`config.mk`:
```
export PLATFORM = sky130hd
export DESIGN_NAME = arpeggiator_note_sequencer_unit
export DESIGN_NICKNAME = d
export VERILOG_FILES = /design/src/hw/rtl/arpns_pkg.sv /design/src/hw/rtl/arpeggiator_note_sequencer_unit.sv /design/src/hw/rtl/arpns_div.sv
export VERILOG_INCLUDE_DIRS = /design/src /design/src/hw/rtl
export SDC_FILE = /design/constraint.sdc
export NUM_CORES = 1
export LEC_CHECK = 0
export BUFFER_PORTS_ARGS = -buffer_cell sky130_fd_sc_hd__buf_2
export CAP_MARGIN = 20
export CORE_UTILIZATION = 42
export DETAILED_ROUTE_END_ITERATION = 12
export PLACE_DENSITY = 0.55
export SLEW_MARGIN = 40
export SYNTH_ARGS = -nofsm -noshare
export SYNTH_HDL_FRONTEND = slang
export SYNTH_SLANG_ARGS = --single-unit
```
`constraint.sdc`:
```
create_clock -name clk -period 7.6 [get_ports clk]
set_input_delay 0.38 -clock clk [delete_from_list [all_inputs] [get_ports clk]]
set_output_delay 0.38 -clock clk [all_outputs]
set_load 0.01 [all_outputs]
```
`src/hw/rtl/arpeggiator_note_sequencer_unit_defines.svh`:
```
// assertion macros for the arpeggiator note sequencer
`ifndef ARPEGGIATOR_NOTE_SEQUENCER_UNIT_DEFINES_SVH
`define ARPEGGIATOR_NOTE_SEQUENCER_UNIT_DEFINES_SVH

// property checked only outside reset
`define ARPNS_CHECK(lbl, prop) \
  lbl: assert property (@(posedge clk) disable iff (rst) prop) \
    else $error("arpns check failed");

// property that also covers the reset cycles
`define ARPNS_CHECK_RST(lbl, prop) \
  lbl: assert property (@(posedge clk) prop) \
    else $error("arpns reset check failed");

`endif

```
`src/hw/rtl/arpns_pkg.sv`:
```
// shared types and constants of the arpeggiator note sequencer
`timescale 1ns / 1ps

package arpns_pkg;

  localparam int TABLE_DEPTH = 16;
  localparam int IDX_W      = $clog2(TABLE_DEPTH);
  localparam int CNT_W      = IDX_W + 1;
  localparam int NOTE_W     = 7;
  localparam int VEL_W      = 7;
  localparam int ORD_W      = 12;
  localparam int STEP_W     = 16;
  localparam int PRESS_W    = 8;
  localparam int LEN_W      = 7;
  localparam int OCT_N      = 4;
  localparam int OCT_W      = 2;
  localparam int CFG_IDX_W  = 3;
  localparam int CFG_DATA_W = 7;

  localparam logic [NOTE_W-1:0] NOTE_MAX  = 7'd127;
  localparam logic [7:0]        SEMITONES = 8'd12;
  localparam logic [7:0]        ACCENT    = 8'd30;
  localparam logic [PRESS_W-1:0] PRESS_MAX = 8'd255;

  typedef enum logic [2:0] {
    OP_NOTE_ON  = 3'd0,
    OP_NOTE_OFF = 3'd1,
    OP_ALL_OFF  = 3'd2,
    OP_TICK     = 3'd3,
    OP_GATE_END = 3'd4,
    OP_STOP     = 3'd5
  } op_t;

  typedef enum logic [2:0] {
    PM_UP      = 3'd0,
    PM_DOWN    = 3'd1,
    PM_UPDOWN  = 3'd2,
    PM_DOWNUP  = 3'd3,
    PM_PLAYED  = 3'd4,
    PM_RANDOM  = 3'd5
  } pattern_t;

  typedef enum logic [1:0] {
    VM_NOTE   = 2'd0,
    VM_FIXED  = 2'd1,
    VM_ACCENT = 2'd2
  } vel_mode_t;

  typedef enum logic [CFG_IDX_W-1:0] {
    CFG_PATTERN  = 3'd0,
    CFG_OCTAVES  = 3'd1,
    CFG_LATCH    = 3'd2,
    CFG_VEL_MODE = 3'd3,
    CFG_FIXED_VEL = 3'd4
  } cfg_reg_t;

  typedef enum logic [3:0] {
    S_IDLE,
    S_ON_SCAN,
    S_ON_ADD,
    S_OFF_SCAN,
    S_OFF_MOVE,
    S_RK_LOAD,
    S_RK_CMP,
    S_LEN,
    S_DIV_START,
    S_DIV_RUN,
    S_MAP,
    S_OCT,
    S_FIND,
    S_EMIT_OFF,
    S_EMIT_ON
  } state_t;

  // handshake between sequencer and modulo unit
  typedef struct packed {
    logic             done;
    logic [LEN_W-1:0] rem;
  } div_res_t;

endpackage

```
`src/hw/rtl/arpeggiator_note_sequencer_unit.sv`:
```
// arpeggiator note sequencer top level
// one transaction at a time: in_ready is high only while idle; a step tick runs
//   the rank pass over the note table on a single key comparator, then the modulo unit
// reset: synchronous; clears counters, flags and the sounding note, loads
//   register defaults; the note table is not cleared and needs no sweep
`timescale 1ns / 1ps
`include "arpeggiator_note_sequencer_unit_defines.svh"

module arpeggiator_note_sequencer_unit (
  input  logic                             clk,
  input  logic                             rst,
  input  logic                             in_valid,
  output logic                             in_ready,
  input  logic [2:0]                       op,
  input  logic [arpns_pkg::NOTE_W-1:0]     note,
  input  logic [arpns_pkg::VEL_W-1:0]      velocity,
  input  logic [7:0]                       random_pick,
  output logic                             out_valid,
  input  logic                             out_ready,
  output logic                             is_note_on,
  output logic [arpns_pkg::NOTE_W-1:0]     out_note,
  output logic [arpns_pkg::VEL_W-1:0]      out_velocity,
  output logic                             last,
  input  logic                             cfg_we,
  input  logic [arpns_pkg::CFG_IDX_W-1:0]  cfg_index,
  input  logic [arpns_pkg::CFG_DATA_W-1:0] cfg_data
);

  localparam int IW = arpns_pkg::IDX_W;
  localparam int CW = arpns_pkg::CNT_W;
  localparam int LW = arpns_pkg::LEN_W;

  arpns_pkg::state_t state, state_next;

  // configuration registers
  logic [2:0] pattern_mode;
  logic [2:0] octave_count;
  logic       latch_enable;
  logic [1:0] velocity_mode;
  logic [6:0] fixed_velocity;

  // note table
  logic [arpns_pkg::NOTE_W-1:0] tab_note  [arpns_pkg::TABLE_DEPTH];
  logic [arpns_pkg::VEL_W-1:0]  tab_vel   [arpns_pkg::TABLE_DEPTH];
  logic [arpns_pkg::ORD_W-1:0]  tab_order [arpns_pkg::TABLE_DEPTH];
  logic [IW-1:0]                rank      [arpns_pkg::TABLE_DEPTH];

  // sequencer state
  logic [CW-1:0]                  held_count;
  logic [arpns_pkg::PRESS_W-1:0]  pressed_count;
  logic [arpns_pkg::ORD_W-1:0]    arrival_counter;
  logic                           latch_stale;
  logic [arpns_pkg::STEP_W-1:0]   step_counter;
  logic                           snd_valid;
  logic [arpns_pkg::NOTE_W-1:0]   snd_note;

  // per-transaction working registers
  logic [arpns_pkg::NOTE_W-1:0] in_note;
  logic [arpns_pkg::VEL_W-1:0]  in_vel;
  logic [7:0]                   in_pick;
  logic [IW-1:0]                idx_j;
  logic [IW-1:0]                idx_m;
  logic [arpns_pkg::ORD_W-1:0]  key_j;
  logic [arpns_pkg::NOTE_W-1:0] note_j;
  logic [IW-1:0]                cnt;
  logic [CW-1:0]                oct_len [arpns_pkg::OCT_N];
  logic [LW-1:0]                base_len;
  logic [LW-1:0]                seq_len;
  logic [LW-1:0]                pos;
  logic [arpns_pkg::OCT_W-1:0]  oct;
  logic                         off_pend;
  logic [arpns_pkg::NOTE_W-1:0] off_note;
  logic                         on_pend;
  logic [arpns_pkg::NOTE_W-1:0] on_note;
  logic [arpns_pkg::VEL_W-1:0]  on_vel;

  // combinational helpers
  logic [IW-1:0]                rd_idx;
  logic [arpns_pkg::NOTE_W-1:0] rd_note;
  logic [arpns_pkg::VEL_W-1:0]  rd_vel;
  logic [arpns_pkg::ORD_W-1:0]  rd_order;
  logic [arpns_pkg::ORD_W-1:0]  key_m;
  logic                         key_less;
  logic [IW-1:0]                cnt_new;
  logic [CW-1:0]                held_m1;
  logic                         in_fire;
  logic                         out_free;
  logic                         stale_press;
  logic                         is_on;
  logic                         is_off;
  logic [arpns_pkg::PRESS_W-1:0] pressed_dec;
  arpns_pkg::pattern_t          pm;
  logic                         by_order;
  logic [2:0]                   octs;
  logic [LW-1:0]                len_sum;
  logic [LW-1:0]                len_total;
  logic [LW-1:0]                map_pos;
  logic [7:0]                   note_shift;
  logic [7:0]                   vel_accent;
  logic [arpns_pkg::VEL_W-1:0]  vel_sel;
  logic                         div_start;
  arpns_pkg::div_res_t          div_res;

  assign in_ready = (state == arpns_pkg::S_IDLE);
  assign in_fire  = in_valid && in_ready;
  assign out_free = !out_valid || out_ready;
  assign held_m1  = held_count - CW'(1);
  assign is_on    = (op == arpns_pkg::OP_NOTE_ON) && (velocity != '0);
  assign is_off   = ((op == arpns_pkg::OP_NOTE_ON) && (velocity == '0)) ||
                    (op == arpns_pkg::OP_NOTE_OFF);
  assign stale_press = latch_enable && latch_stale;
  assign pressed_dec = (pressed_count != '0) ? pressed_count - 1'b1 : '0;
  assign div_start = (state == arpns_pkg::S_DIV_START);

  // table read port
  always_comb begin
    case (state)
      arpns_pkg::S_OFF_MOVE: rd_idx = held_m1[IW-1:0];
      arpns_pkg::S_RK_LOAD:  rd_idx = idx_j;
      default:               rd_idx = idx_m;
    endcase
  end
  assign rd_note  = tab_note[rd_idx];
  assign rd_vel   = tab_vel[rd_idx];
  assign rd_order = tab_order[rd_idx];

  // effective register values
  always_comb begin
    if (pattern_mode > arpns_pkg::PM_RANDOM) begin
      pm = arpns_pkg::PM_UP;
    end else begin
      pm = arpns_pkg::pattern_t'(pattern_mode);
    end
    by_order = (pm == arpns_pkg::PM_PLAYED);
    if (octave_count == 3'd0) begin
      octs = 3'd1;
    end else if (octave_count > 3'(arpns_pkg::OCT_N)) begin
      octs = 3'(arpns_pkg::OCT_N);
    end else begin
      octs = octave_count;
    end
  end

  // shared key comparator for the rank pass
  always_comb begin
    key_m    = by_order ? rd_order : arpns_pkg::ORD_W'(rd_note);
    key_less = (key_m < key_j) || ((key_m == key_j) && (idx_m < idx_j));
    cnt_new  = cnt + IW'(key_less);
  end

  // sequence length from the per-octave counts
  always_comb begin
    len_sum = '0;
    for (int o = 0; o < arpns_pkg::OCT_N; o++) begin
      if (3'(o) < octs) begin
        len_sum = len_sum + LW'(oct_len[o]);
      end
    end
    if (((pm == arpns_pkg::PM_UPDOWN) || (pm == arpns_pkg::PM_DOWNUP)) &&
        (len_sum > LW'(1))) begin
      len_total = LW'({len_sum, 1'b0} - 8'd1);
    end else begin
      len_total = len_sum;
    end
  end

  // fold the sequence index back onto the sorted run
  always_comb begin
    case (pm)
      arpns_pkg::PM_DOWN: map_pos = base_len - LW'(1) - div_res.rem;
      arpns_pkg::PM_UPDOWN: begin
        if (div_res.rem < base_len) begin
          map_pos = div_res.rem;
        end else begin
          map_pos = LW'({base_len, 1'b0} - 8'd2 - {1'b0, div_res.rem});
        end
      end
      arpns_pkg::PM_DOWNUP: begin
        if (div_res.rem < base_len) begin
          map_pos = base_len - LW'(1) - div_res.rem;
        end else begin
          map_pos = div_res.rem - base_len + LW'(1);
        end
      end
      default: map_pos = div_res.rem;
    endcase
  end

  // chosen note and its velocity
  always_comb begin
    note_shift = {1'b0, rd_note} + 8'(oct) * arpns_pkg::SEMITONES;
    vel_accent = {1'b0, rd_vel} + arpns_pkg::ACCENT;
    case (velocity_mode)
      arpns_pkg::VM_FIXED: begin
        vel_sel = (fixed_velocity == '0) ? 7'd1 : fixed_velocity;
      end
      arpns_pkg::VM_ACCENT: begin
        if (step_counter[1:0] == 2'd0) begin
          vel_sel = (vel_accent > 8'(arpns_pkg::NOTE_MAX)) ?
                    arpns_pkg::NOTE_MAX : vel_accent[6:0];
        end else begin
          vel_sel = rd_vel;
        end
      end
      default: vel_sel = rd_vel;
    endcase
  end

  arpns_div u_div (
    .clk      (clk),
    .rst      (rst),
    .start    (div_start),
    .dividend ((pm == arpns_pkg::PM_RANDOM) ? arpns_pkg::STEP_W'(in_pick)
                                           : step_counter),
    .divisor  (seq_len),
    .res      (div_res)
  );

  // next state
  always_comb begin
    state_next = state;
    case (state)
      arpns_pkg::S_IDLE: begin
        if (in_fire) begin
          case (op)
            arpns_pkg::OP_NOTE_ON, arpns_pkg::OP_NOTE_OFF: begin
              if (is_on) begin
                if (stale_press || (held_count == '0)) begin
                  state_next = arpns_pkg::S_ON_ADD;
                end else begin
                  state_next = arpns_pkg::S_ON_SCAN;
                end
              end else if (!latch_enable && (held_count != '0)) begin
                state_next = arpns_pkg::S_OFF_SCAN;
              end
            end
            arpns_pkg::OP_TICK: begin
              if (held_count == '0) begin
                state_next = arpns_pkg::S_EMIT_OFF;
              end else begin
                state_next = arpns_pkg::S_RK_LOAD;
              end
            end
            arpns_pkg::OP_ALL_OFF, arpns_pkg::OP_STOP, arpns_pkg::OP_GATE_END: begin
              state_next = arpns_pkg::S_EMIT_OFF;
            end
            default: state_next = arpns_pkg::S_IDLE;
          endcase
        end
      end
      arpns_pkg::S_ON_SCAN: begin
        if (rd_note == in_note) begin
          state_next = arpns_pkg::S_EMIT_OFF;
        end else if (idx_m == held_m1[IW-1:0]) begin
          state_next = arpns_pkg::S_ON_ADD;
        end
      end
      arpns_pkg::S_ON_ADD: state_next = arpns_pkg::S_EMIT_OFF;
      arpns_pkg::S_OFF_SCAN: begin
        if (rd_note == in_note) begin
          state_next = arpns_pkg::S_OFF_MOVE;
        end else if (idx_m == held_m1[IW-1:0]) begin
          state_next = arpns_pkg::S_IDLE;
        end
      end
      arpns_pkg::S_OFF_MOVE: state_next = arpns_pkg::S_EMIT_OFF;
      arpns_pkg::S_RK_LOAD: state_next = arpns_pkg::S_RK_CMP;
      arpns_pkg::S_RK_CMP: begin
        if (idx_m == held_m1[IW-1:0]) begin
          if (idx_j == held_m1[IW-1:0]) begin
            state_next = arpns_pkg::S_LEN;
          end else begin
            state_next = arpns_pkg::S_RK_LOAD;
          end
        end
      end
      arpns_pkg::S_LEN:       state_next = arpns_pkg::S_DIV_START;
      arpns_pkg::S_DIV_START: state_next = arpns_pkg::S_DIV_RUN;
      arpns_pkg::S_DIV_RUN: begin
        if (div_res.done) begin
          state_next = arpns_pkg::S_MAP;
        end
      end
      arpns_pkg::S_MAP: state_next = arpns_pkg::S_OCT;
      arpns_pkg::S_OCT: begin
        if (pos < LW'(oct_len[oct])) begin
          state_next = arpns_pkg::S_FIND;
        end
      end
      arpns_pkg::S_FIND: begin
        if (rank[idx_m] == pos[IW-1:0]) begin
          state_next = arpns_pkg::S_EMIT_OFF;
        end
      end
      arpns_pkg::S_EMIT_OFF: begin
        if (!off_pend || out_free) begin
          state_next = arpns_pkg::S_EMIT_ON;
        end
      end
      arpns_pkg::S_EMIT_ON: begin
        if (!on_pend || out_free) begin
          state_next = arpns_pkg::S_IDLE;
        end
      end
      default: state_next = arpns_pkg::S_IDLE;
    endcase
  end

  // state register
  always_ff @(posedge clk) begin
    if (rst) begin
      state <= arpns_pkg::S_IDLE;
    end else begin
      state <= state_next;
    end
  end

  // configuration writes
  always_ff @(posedge clk) begin
    if (rst) begin
      pattern_mode   <= 3'd0;
      octave_count   <= 3'd1;
      latch_enable   <= 1'b0;
      velocity_mode  <= 2'd0;
      fixed_velocity <= 7'd100;
    end else if (cfg_we) begin
      case (cfg_index)
        arpns_pkg::CFG_PATTERN:   pattern_mode   <= cfg_data[2:0];
        arpns_pkg::CFG_OCTAVES:   octave_count   <= cfg_data[2:0];
        arpns_pkg::CFG_LATCH:     latch_enable   <= cfg_data[0];
        arpns_pkg::CFG_VEL_MODE:  velocity_mode  <= cfg_data[1:0];
        arpns_pkg::CFG_FIXED_VEL: fixed_velocity <= cfg_data;
        default: ;
      endcase
    end
  end

  // note table and rank store writes
  always_ff @(posedge clk) begin
    if (state == arpns_pkg::S_ON_ADD && held_count < CW'(arpns_pkg::TABLE_DEPTH)) begin
      tab_note[held_count[IW-1:0]]  <= in_note;
      tab_vel[held_count[IW-1:0]]   <= in_vel;
      tab_order[held_count[IW-1:0]] <= arrival_counter;
    end else if (state == arpns_pkg::S_OFF_MOVE) begin
      tab_note[idx_m]  <= rd_note;
      tab_vel[idx_m]   <= rd_vel;
      tab_order[idx_m] <= rd_order;
    end
    if (state == arpns_pkg::S_RK_CMP && idx_m == held_m1[IW-1:0]) begin
      rank[idx_j] <= cnt_new;
    end
  end

  // control state of the sequencer
  always_ff @(posedge clk) begin
    if (rst) begin
      held_count      <= '0;
      pressed_count   <= '0;
      arrival_counter <= '0;
      latch_stale     <= 1'b0;
      step_counter    <= '0;
      snd_valid       <= 1'b0;
      off_pend        <= 1'b0;
      on_pend         <= 1'b0;
    end else begin
      case (state)
        arpns_pkg::S_IDLE: begin
          if (in_fire) begin
            on_pend  <= 1'b0;
            off_pend <= 1'b0;
            off_note <= snd_note;
            case (op)
              arpns_pkg::OP_NOTE_ON, arpns_pkg::OP_NOTE_OFF: begin
                if (is_on) begin
                  if (pressed_count != arpns_pkg::PRESS_MAX) begin
                    pressed_count <= pressed_count + 1'b1;
                  end
                  if (stale_press) begin
                    off_pend        <= snd_valid;
                    snd_valid       <= 1'b0;
                    held_count      <= '0;
                    arrival_counter <= '0;
                    latch_stale     <= 1'b0;
                    step_counter    <= '0;
                  end
                end else begin
                  pressed_count <= pressed_dec;
                  if (latch_enable && pressed_dec == '0) begin
                    latch_stale <= 1'b1;
                  end
                end
              end
              arpns_pkg::OP_ALL_OFF, arpns_pkg::OP_STOP: begin
                off_pend        <= snd_valid;
                snd_valid       <= 1'b0;
                held_count      <= '0;
                pressed_count   <= '0;
                latch_stale     <= 1'b0;
                arrival_counter <= '0;
                step_counter    <= '0;
              end
              arpns_pkg::OP_TICK, arpns_pkg::OP_GATE_END: begin
                if (op == arpns_pkg::OP_GATE_END || held_count == '0) begin
                  off_pend  <= snd_valid;
                  snd_valid <= 1'b0;
                end
              end
              default: ;
            endcase
          end
        end
        arpns_pkg::S_ON_ADD: begin
          if (held_count < CW'(arpns_pkg::TABLE_DEPTH)) begin
            arrival_counter <= arrival_counter + 1'b1;
            held_count      <= held_count + 1'b1;
            if (held_count == '0) begin
              step_counter <= '0;
              if (snd_valid) begin
                off_pend  <= 1'b1;
                off_note  <= snd_note;
                snd_valid <= 1'b0;
              end
            end
          end
        end
        arpns_pkg::S_OFF_MOVE: begin
          held_count <= held_m1;
          if (held_m1 == '0 && snd_valid) begin
            off_pend  <= 1'b1;
            off_note  <= snd_note;
            snd_valid <= 1'b0;
          end
        end
        arpns_pkg::S_FIND: begin
          if (rank[idx_m] == pos[IW-1:0]) begin
            off_pend     <= snd_valid;
            off_note     <= snd_note;
            on_pend      <= 1'b1;
            on_note      <= note_shift[6:0];
            on_vel       <= vel_sel;
            snd_valid    <= 1'b1;
            snd_note     <= note_shift[6:0];
            step_counter <= step_counter + 1'b1;
          end
        end
        default: ;
      endcase
    end
  end

  // working registers of the current transaction
  always_ff @(posedge clk) begin
    case (state)
      arpns_pkg::S_IDLE: begin
        if (in_fire) begin
          in_note <= note;
          in_pick <= random_pick;
          in_vel  <= velocity;
          idx_m   <= '0;
          idx_j   <= '0;
          for (int o = 0; o < arpns_pkg::OCT_N; o++) begin
            oct_len[o] <= held_count;
          end
        end
      end
      arpns_pkg::S_ON_SCAN, arpns_pkg::S_OFF_SCAN: begin
        if (rd_note != in_note) begin
          idx_m <= idx_m + 1'b1;
        end
      end
      arpns_pkg::S_RK_LOAD: begin
        key_j  <= by_order ? rd_order : arpns_pkg::ORD_W'(rd_note);
        note_j <= rd_note;
        idx_m  <= '0;
        cnt    <= '0;
      end
      arpns_pkg::S_RK_CMP: begin
        cnt   <= cnt_new;
        idx_m <= idx_m + 1'b1;
        if (idx_m == held_m1[IW-1:0]) begin
          idx_j <= idx_j + 1'b1;
          // an entry that overflows an octave cuts that octave at its rank
          for (int o = 1; o < arpns_pkg::OCT_N; o++) begin
            if ({1'b0, note_j} > 8'(arpns_pkg::NOTE_MAX) - 8'(o) * arpns_pkg::SEMITONES &&
                CW'(cnt_new) < oct_len[o]) begin
              oct_len[o] <= CW'(cnt_new);
            end
          end
        end
      end
      arpns_pkg::S_LEN: begin
        base_len <= len_sum;
        seq_len  <= len_total;
      end
      arpns_pkg::S_MAP: begin
        pos <= map_pos;
        oct <= '0;
      end
      arpns_pkg::S_OCT: begin
        idx_m <= '0;
        if (pos >= LW'(oct_len[oct])) begin
          pos <= pos - LW'(oct_len[oct]);
          oct <= oct + 1'b1;
        end
      end
      arpns_pkg::S_FIND: begin
        if (rank[idx_m] != pos[IW-1:0]) begin
          idx_m <= idx_m + 1'b1;
        end
      end
      default: ;
    endcase
  end

  // output register
  always_ff @(posedge clk) begin
    if (rst) begin
      out_valid <= 1'b0;
    end else if (state == arpns_pkg::S_EMIT_OFF && off_pend && out_free) begin
      out_valid    <= 1'b1;
      is_note_on   <= 1'b0;
      out_note     <= off_note;
      out_velocity <= '0;
      last         <= !on_pend;
    end else if (state == arpns_pkg::S_EMIT_ON && on_pend && out_free) begin
      out_valid    <= 1'b1;
      is_note_on   <= 1'b1;
      out_note     <= on_note;
      out_velocity <= on_vel;
      last         <= 1'b1;
    end else if (out_ready) begin
      out_valid <= 1'b0;
    end
  end

  // checks
  `ARPNS_CHECK_RST(a_reset_clears, rst |=> !out_valid && held_count == '0)
  `ARPNS_CHECK(a_held_bound, held_count <= CW'(arpns_pkg::TABLE_DEPTH))
  `ARPNS_CHECK(a_note_on_last, out_valid && is_note_on |-> last)
  `ARPNS_CHECK(a_off_zero_vel, out_valid && !is_note_on |-> out_velocity == '0)

endmodule

```
`src/hw/rtl/arpns_div.sv`:
```
// restoring modulo unit, one quotient bit per cycle
`timescale 1ns / 1ps

module arpns_div (
  input  logic                          clk,
  input  logic                          rst,
  input  logic                          start,
  input  logic [arpns_pkg::STEP_W-1:0]  dividend,
  input  logic [arpns_pkg::LEN_W-1:0]   divisor,
  output arpns_pkg::div_res_t           res
);

  localparam int BIT_W = $clog2(arpns_pkg::STEP_W);

  logic                         run;
  logic                         done;
  logic [BIT_W-1:0]             bit_cnt;
  logic [arpns_pkg::STEP_W-1:0] shifter;
  logic [arpns_pkg::LEN_W-1:0]  rem;
  logic [arpns_pkg::LEN_W:0]    trial;
  logic [arpns_pkg::LEN_W-1:0]  rem_next;

  // one shift and subtract step
  always_comb begin
    trial = {rem, shifter[arpns_pkg::STEP_W-1]};
    if (trial >= {1'b0, divisor}) begin
      rem_next = arpns_pkg::LEN_W'(trial - {1'b0, divisor});
    end else begin
      rem_next = trial[arpns_pkg::LEN_W-1:0];
    end
  end

  // iteration control
  always_ff @(posedge clk) begin
    if (rst) begin
      run     <= 1'b0;
      bit_cnt <= '0;
      done    <= 1'b0;
    end else begin
      done <= 1'b0;
      if (start) begin
        run     <= 1'b1;
        bit_cnt <= '0;
      end else if (run) begin
        bit_cnt <= bit_cnt + 1'b1;
        if (bit_cnt == BIT_W'(arpns_pkg::STEP_W - 1)) begin
          run  <= 1'b0;
          done <= 1'b1;
        end
      end
    end
  end

  // datapath
  always_ff @(posedge clk) begin
    if (start) begin
      shifter <= dividend;
      rem     <= '0;
    end else if (run) begin
      shifter <= {shifter[arpns_pkg::STEP_W-2:0], 1'b0};
      rem     <= rem_next;
    end
  end

  assign res = {done, rem};

endmodule
```
# After elaboration in Yosys (flattened, before gate mapping)
# Memories as Yosys holds them, arrays and structs flattened. A register that Yosys moved wholly into a read port is not among the register bits.
# Index checks and enable logic that the tools add are counted.
# op_classes
n_addsub,25
mul,1
order_cmp,21
eq_ne,64
mux,155
bitwise_logic,5
n_reduce_logical,86
# op_table
op,count
$mux W7,22
$mux W16,9
$mux W4,22
$mux W12,6
$pmux W4 S14,1
$mux W1,54
$pmux W12 S2,2
$pmux W16 S3,1
$mux W5,8
$eq A4 B4 Y1 const B,8
$pmux W16 S2,1
$pmux W7 S2,2
$pmux W7 S4,1
$sub A7 B7 Y7,4
$mux W8,3
$ne A3 B3 Y1 const B,8
$pmux W4 S2,3
$add A7 B5 Y7,3
$gt A7 B7 Y1 const B,3
$pmux W7 S3,1
$ne A2 B2 Y1 const B,10
$pmux W4 S5,1
$reduce_and A10 Y1,2
$eq A3 B2 Y1 const B,6
84 further kinds,176
# word_totals
ff_bits,208
ram_bits,500
inputBits,40
out_inout_bits,18
wordCells,401
n_memories,5
# memory_table
memory,depth,width,read_ports,rd_ports_with_merged_regs,write_ports,line_no,rtl
tab_order,16,12,1,0,1,arpeggiator_note_sequencer_unit.sv:45,logic [arpns_pkg::ORD_W-1:0] tab_order [arpns_pkg::TABLE_DEPTH];
tab_note,16,7,1,0,1,arpeggiator_note_sequencer_unit.sv:43,logic [arpns_pkg::NOTE_W-1:0] tab_note [arpns_pkg::TABLE_DEPTH];
tab_vel,16,7,1,0,1,arpeggiator_note_sequencer_unit.sv:44,logic [arpns_pkg::VEL_W-1:0] tab_vel [arpns_pkg::TABLE_DEPTH];
rank,16,4,1,1,1,arpeggiator_note_sequencer_unit.sv:46,logic [IW-1:0] rank [arpns_pkg::TABLE_DEPTH];
oct_len,4,5,5,1,4,arpeggiator_note_sequencer_unit.sv:66,logic [CW-1:0] oct_len [arpns_pkg::OCT_N];

# Depth between registers and ports, before layout
# depth
depth_word,15
mapped_depth,34
ltp_nobuf,29

# Cells and area by module
# A second synthesis with hierarchy kept.
# unflattened
cells_unflattened,2883
area_unflattened_um2,34401.7
# modules_own_cells
mod,instances,cells_each,area_each_um2,seq_area_each_um2
arpeggiator_note_sequencer_unit,1,2724,32742.7,19769.0
arpns_div,1,159,1659.1,740.7

# Worst setup path before layout
# Ideal clock, no wire load.
# synth_path
path_kind,reg-to-reg
start,register held_count[0]
end,"memory oct_len[3][0] (netlist bit), enable pin"
t_arrival_ns,6.175
t_required_ns,7.307
slack_ns,1.132
stages_incl_launch_ff,33
path_buffers,5
synth_period_minus_slack_ns,6.468
path_cell_list,dfxtp_1 > buf_2 > inv_1 > ha_1 > nor2_1 > a21oi_1 > o21ai_1 > buf_2 > buf_2 > buf_2 > buf_1 > mux4_2 > nand2_1 > and3_1 > a31oi_1 > mux2_2 > ha_1 > nor2b_1 > o21a_1 > o21a_1 > o21ai_0 > o211ai_1 > nand2_1 > ha_1 > ha_1 > xnor2_1 > inv_1 > ha_1 > o21ai_0 > nand2b_1 > a21oi_1 > o2111ai_1 > nand2_1
# synth_rtl
item,line_no,rtl
"start, declared",arpeggiator_note_sequencer_unit.sv:49,logic [CW-1:0] held_count;
"start signal, assigned",arpeggiator_note_sequencer_unit.sv:415,held_count <= held_count + 1'b1;
"start signal, assigned",arpeggiator_note_sequencer_unit.sv:427,held_count <= held_m1;
"end, declared",arpeggiator_note_sequencer_unit.sv:66,

==> metrics.txt <==
result of the run complete, no violations; skew final 45.02 ps; Tot Pwr 15.31 mW; clk slew on worst S/H paths 70 ps; sequential share of the synthesized area 0.6190; Sw Ratio 0.3648; Synth Cell Area 0.03313 sq mm; Seq pwr share 0.351; IO Port Bufs 57; Synth Net Count 2679; Ports 58; FMAX 140.2 MHz; crit path from held_count[1]$_SDFFE_PP0P_; Mapped Cells 2517; num rows 102; clk sink count 712; via count 20970; Worst Hold Class in2reg; Final Hold Fails 0; Net Switching 5.583 mW; crit-path max FO 21; Clk Latency, worst-skew pair 650 ps; CTS tree built; Num CTS Buffers 79; final setup vio count 0; final design utilization 0.4881; grt total ovfl 0; synth warn 0; Antenna Nets Post-Route 0; max-cap viol count 0; RSZ-0062 raised after global routing false; Post-synth EDFFs 625; htree depth 3; wire length per cell 22.97 um; first-pass GRT wire length 128900 um; Area after DPL 0.03506 sq mm; Root Driver clkbuf_16; vias per inst 5.604; Placeable Area 0.07772 sq mm; synth unique cells 81; DP Wirelength 57270 um; Most used DFF post-synth edfxtp_1; number of nets in the layout 2798; worst reg2reg startpoint held_count[1]$_SDFFE_PP0P_; Die Span Y 282.9 um; share of total power in the clock network 0.251; Starting DRT DRC Count 1493; Pleak 13.53 nW; power per cell area 403.4 mW/mm^2; gpl congestion 0.8803; fin crit share 0.9383; initial antenna violation count 4; deepest clock path buffer count 3; setup TNS 0 ps; GRT Total Usage 0.2184; slew margin rel. 0.4446; worst slew pin tran 833.1 ps; vias in the first global route 21025; Final min period 7131 ps; final count of pins violating max slew 0; internal power 9.723 mW; DR pass1 iterations 7; CP Class reg2reg; Max VDD drop 0.2513 mV; flops & latches, synth 712; Mean Syn Cell Area 13.16 sq um; fin area 0.03794 sq mm; die area 0.08002 sq mm; WP data required 7920 ps; share of layout cells above drive strength 1 0.1611; largest net degree at the start of global routing 50; die width 282.9 um; DRC viols 0; asr flop ratio synth 0; reg-to-reg slack, setup 470 ps; Post-Route WL 85940 um; combinational power share 0.398; type of origin of the critical path flip-flop; Area Growth Syn to Fin 14.50%; CP Data Arrival Time 7450 ps; worst hold start cfg_data[1]; Starting Density 0.4263; Worst setup EP type flip-flop
[Yosys cell counts, types with 4 or more instances]
master | instances | share of area
edfxtp_1 | 625 | 0.57
nand2_1 | 290 | 0.033
nor2_1 | 165 | 0.019
inv_1 | 122 | 0.014
ha_1 | 112 | 0.042
a21oi_1 | 111 | 0.017
o21ai_0 | 110 | 0.017
mux4_2 | 96 | 0.065
dfxtp_1 | 87 | 0.053
clkbuf_1 | 68 | 0.0077
xnor2_1 | 62 | 0.016
nand3_1 | 60 | 0.0091
mux2i_1 | 50 | 0.015
and3_1 | 43 | 0.0081
nor3_1 | 38 | 0.0057
a31oi_1 | 33 | 0.0062
xor2_1 | 33 | 0.0087
mux2_2 | 30 | 0.010
a211oi_1 | 28 | 0.0063
a21o_1 | 28 | 0.0063
nor2b_1 | 28 | 0.0053
buf_2 | 23 | 0.0035
buf_1 | 21 | 0.0024
nand2b_1 | 20 | 0.0038
nand4_1 | 17 | 0.0032
o211ai_1 | 17 | 0.0039
or3_1 | 16 | 0.0030
o22ai_1 | 15 | 0.0028
and2_1 | 14 | 0.0026
a22oi_1 | 11 | 0.0025
nand3b_1 | 11 | 0.0025
a22o_1 | 10 | 0.0026
fa_1 | 10 | 0.0060
a21boi_0 | 7 | 0.0016
o21a_1 | 6 | 0.0014
a211o_1 | 5 | 0.0013
o21ai_1 | 5 | 0.00076
o31ai_1 | 5 | 0.0011
a311oi_1 | 4 | 0.0011
a32oi_1 | 4 | 0.0011
mux2_4 | 4 | 0.0018
nor3b_1 | 4 | 0.00091
o21bai_1 | 4 | 0.00091
[layout make-up]
| cell class | instances | area [sq um] |
|---|---|---|
| antenna | 1 | 2.502 |
| clock inverter | 48 | 531.8 |
| sequential | 712 | 20510 |
| multi-input combinational | 1566 | 11940 |
| timing repair buffer | 155 | 1119 |
| tap | 1040 | 1301 |
| clock buffer | 98 | 2079 |
| inverter | 122 | 457.9 |
| fill | 6716 | 39780 |
[state kept, by name, indices dropped and copies added, names as in the netlist, 7 cells and up, named ones only]
register         flops
arrival_counter     12
base_len             7
fixed_velocity       7
in_note              7
in_pick              8
in_vel               7
key_j               12
oct_len             20
off_note             7
on_note              7
on_vel               7
out_note             7
out_velocity         7
pos                  7
pressed_count        8
rank                64
seq_len              7
step_counter        16
tab_note           112
tab_order          192
tab_vel            112
u_div.rem            7
u_div.shifter       16
[worst paths after layout]
kind	cells past startpoint	to
setup reg to reg	27	oct_len[2][1]$_DFFE_PP_
setup / recovery	27	oct_len[2][1]$_DFFE_PP_
hold reg to reg	0	off_note[6]$_DFFE_PP_
hold / removal	3	fixed_velocity[1]$_SDFFE_PP0P_
[worst max-delay path, stage by stage (launching register included)]
cell and delay (ps):
dfxtp_1 580, inv_1 220, ha_1 310, xor2_1 200, o211ai_1 210, buf_4 190, and2_1 470, buf_4 440
nand2_1 90, nand3_1 100, a31oi_1 90, a21oi_1 330, mux2_2 250, ha_1 240, nor2b_1 140, o21a_1 160
o21a_1 150, o21ai_0 140, o211ai_1 110, nand2_1 190, ha_1 210, nand3_1 90, xor2_1 300, inv_1 380
ha_1 400, a21oi_1 70, o221ai_1 450, nand2_1 240
[cells by family (layout without fill, tap and decap cells)]
kind of cell               Yosys count  in the layout  share of synthesized area
adders and majority gates          123            123                    0.04864
xor gates and xnor gates            95             95                    0.02511
muxes                              180            180                    0.09236
and+or+nand+nor                    726            726                     0.1015
AOI/OAI and AO/OA                  442            442                    0.08451
DFF                                712            712                     0.6190
buffers and inverters              239            423                    0.02885
other                                0              1                          0
[power by group through the flow]
stage                     Combinational (mW)  Clock, mW  Sequential (mW)
after floorplan                         4.27          0             5.26
after global placement                  5.95          0             5.45
after detailed placement                6.08          0             5.46
after CTS                               6.12       3.91             5.38
after global routing                    6.70       4.05             5.42
final                                   6.09       3.84             5.38
[cell usage in the layout, fill, tap and decap left out, types with 19 or more instances in the layout]
cell type / synthesis / final
xnor2_1: 62 / 62
nor2b_1: 28 / 28
mux4_2: 96 / 96
clkbuf_16: 0 / 80
xor2_1: 33 / 33
and3_1: 43 / 43
nor3_1: 38 / 34
ha_1: 112 / 111
nand2_1: 290 / 288
nand2b_1: 20 / 19
buf_4: 2 / 69
a31oi_1: 33 / 31
dlygate4sd3_1: 0 / 23
o21ai_0: 110 / 108
buf_2: 23 / 59
nand3_1: 60 / 60
inv_1: 122 / 120
a21oi_1: 111 / 108
a21o_1: 28 / 27
edfxtp_1: 625 / 625
nor2_1: 165 / 147
a211oi_1: 28 / 27
mux2_2: 30 / 30
mux2i_1: 50 / 50
dfxtp_1: 87 / 86
[layer usage]
layer  track usage  wire, um
met5             0        26
met3       0.03960      5250
met1        0.2897     36760
met4       0.07526      2510
met2        0.3605     41390
[repair_timing]
action | in CTS | in global routing
resized for setup | 0 | 3
setup buffers | 0 | 0
setup endpoints to repair | 0 | 22
hold buffers | 23 | 0
hold endpoints to repair | 23 | 0
[metrics by stage]
step / std cells / hold slack [ps] / setup slack [ps]
after detailed placement: 3572 / 449.6 / 334.2
after CTS: 3741 / 32.35 / 341.8
final: 3742 / 64.56 / 469.0
after floorplan: 2517 / 406.4 / 1132
after global routing: 3741 / 46.04 / 38.94
after global placement: 3568 / 441.5 / 476.7
No activity file was read; power rests on OpenSTA's default activity.
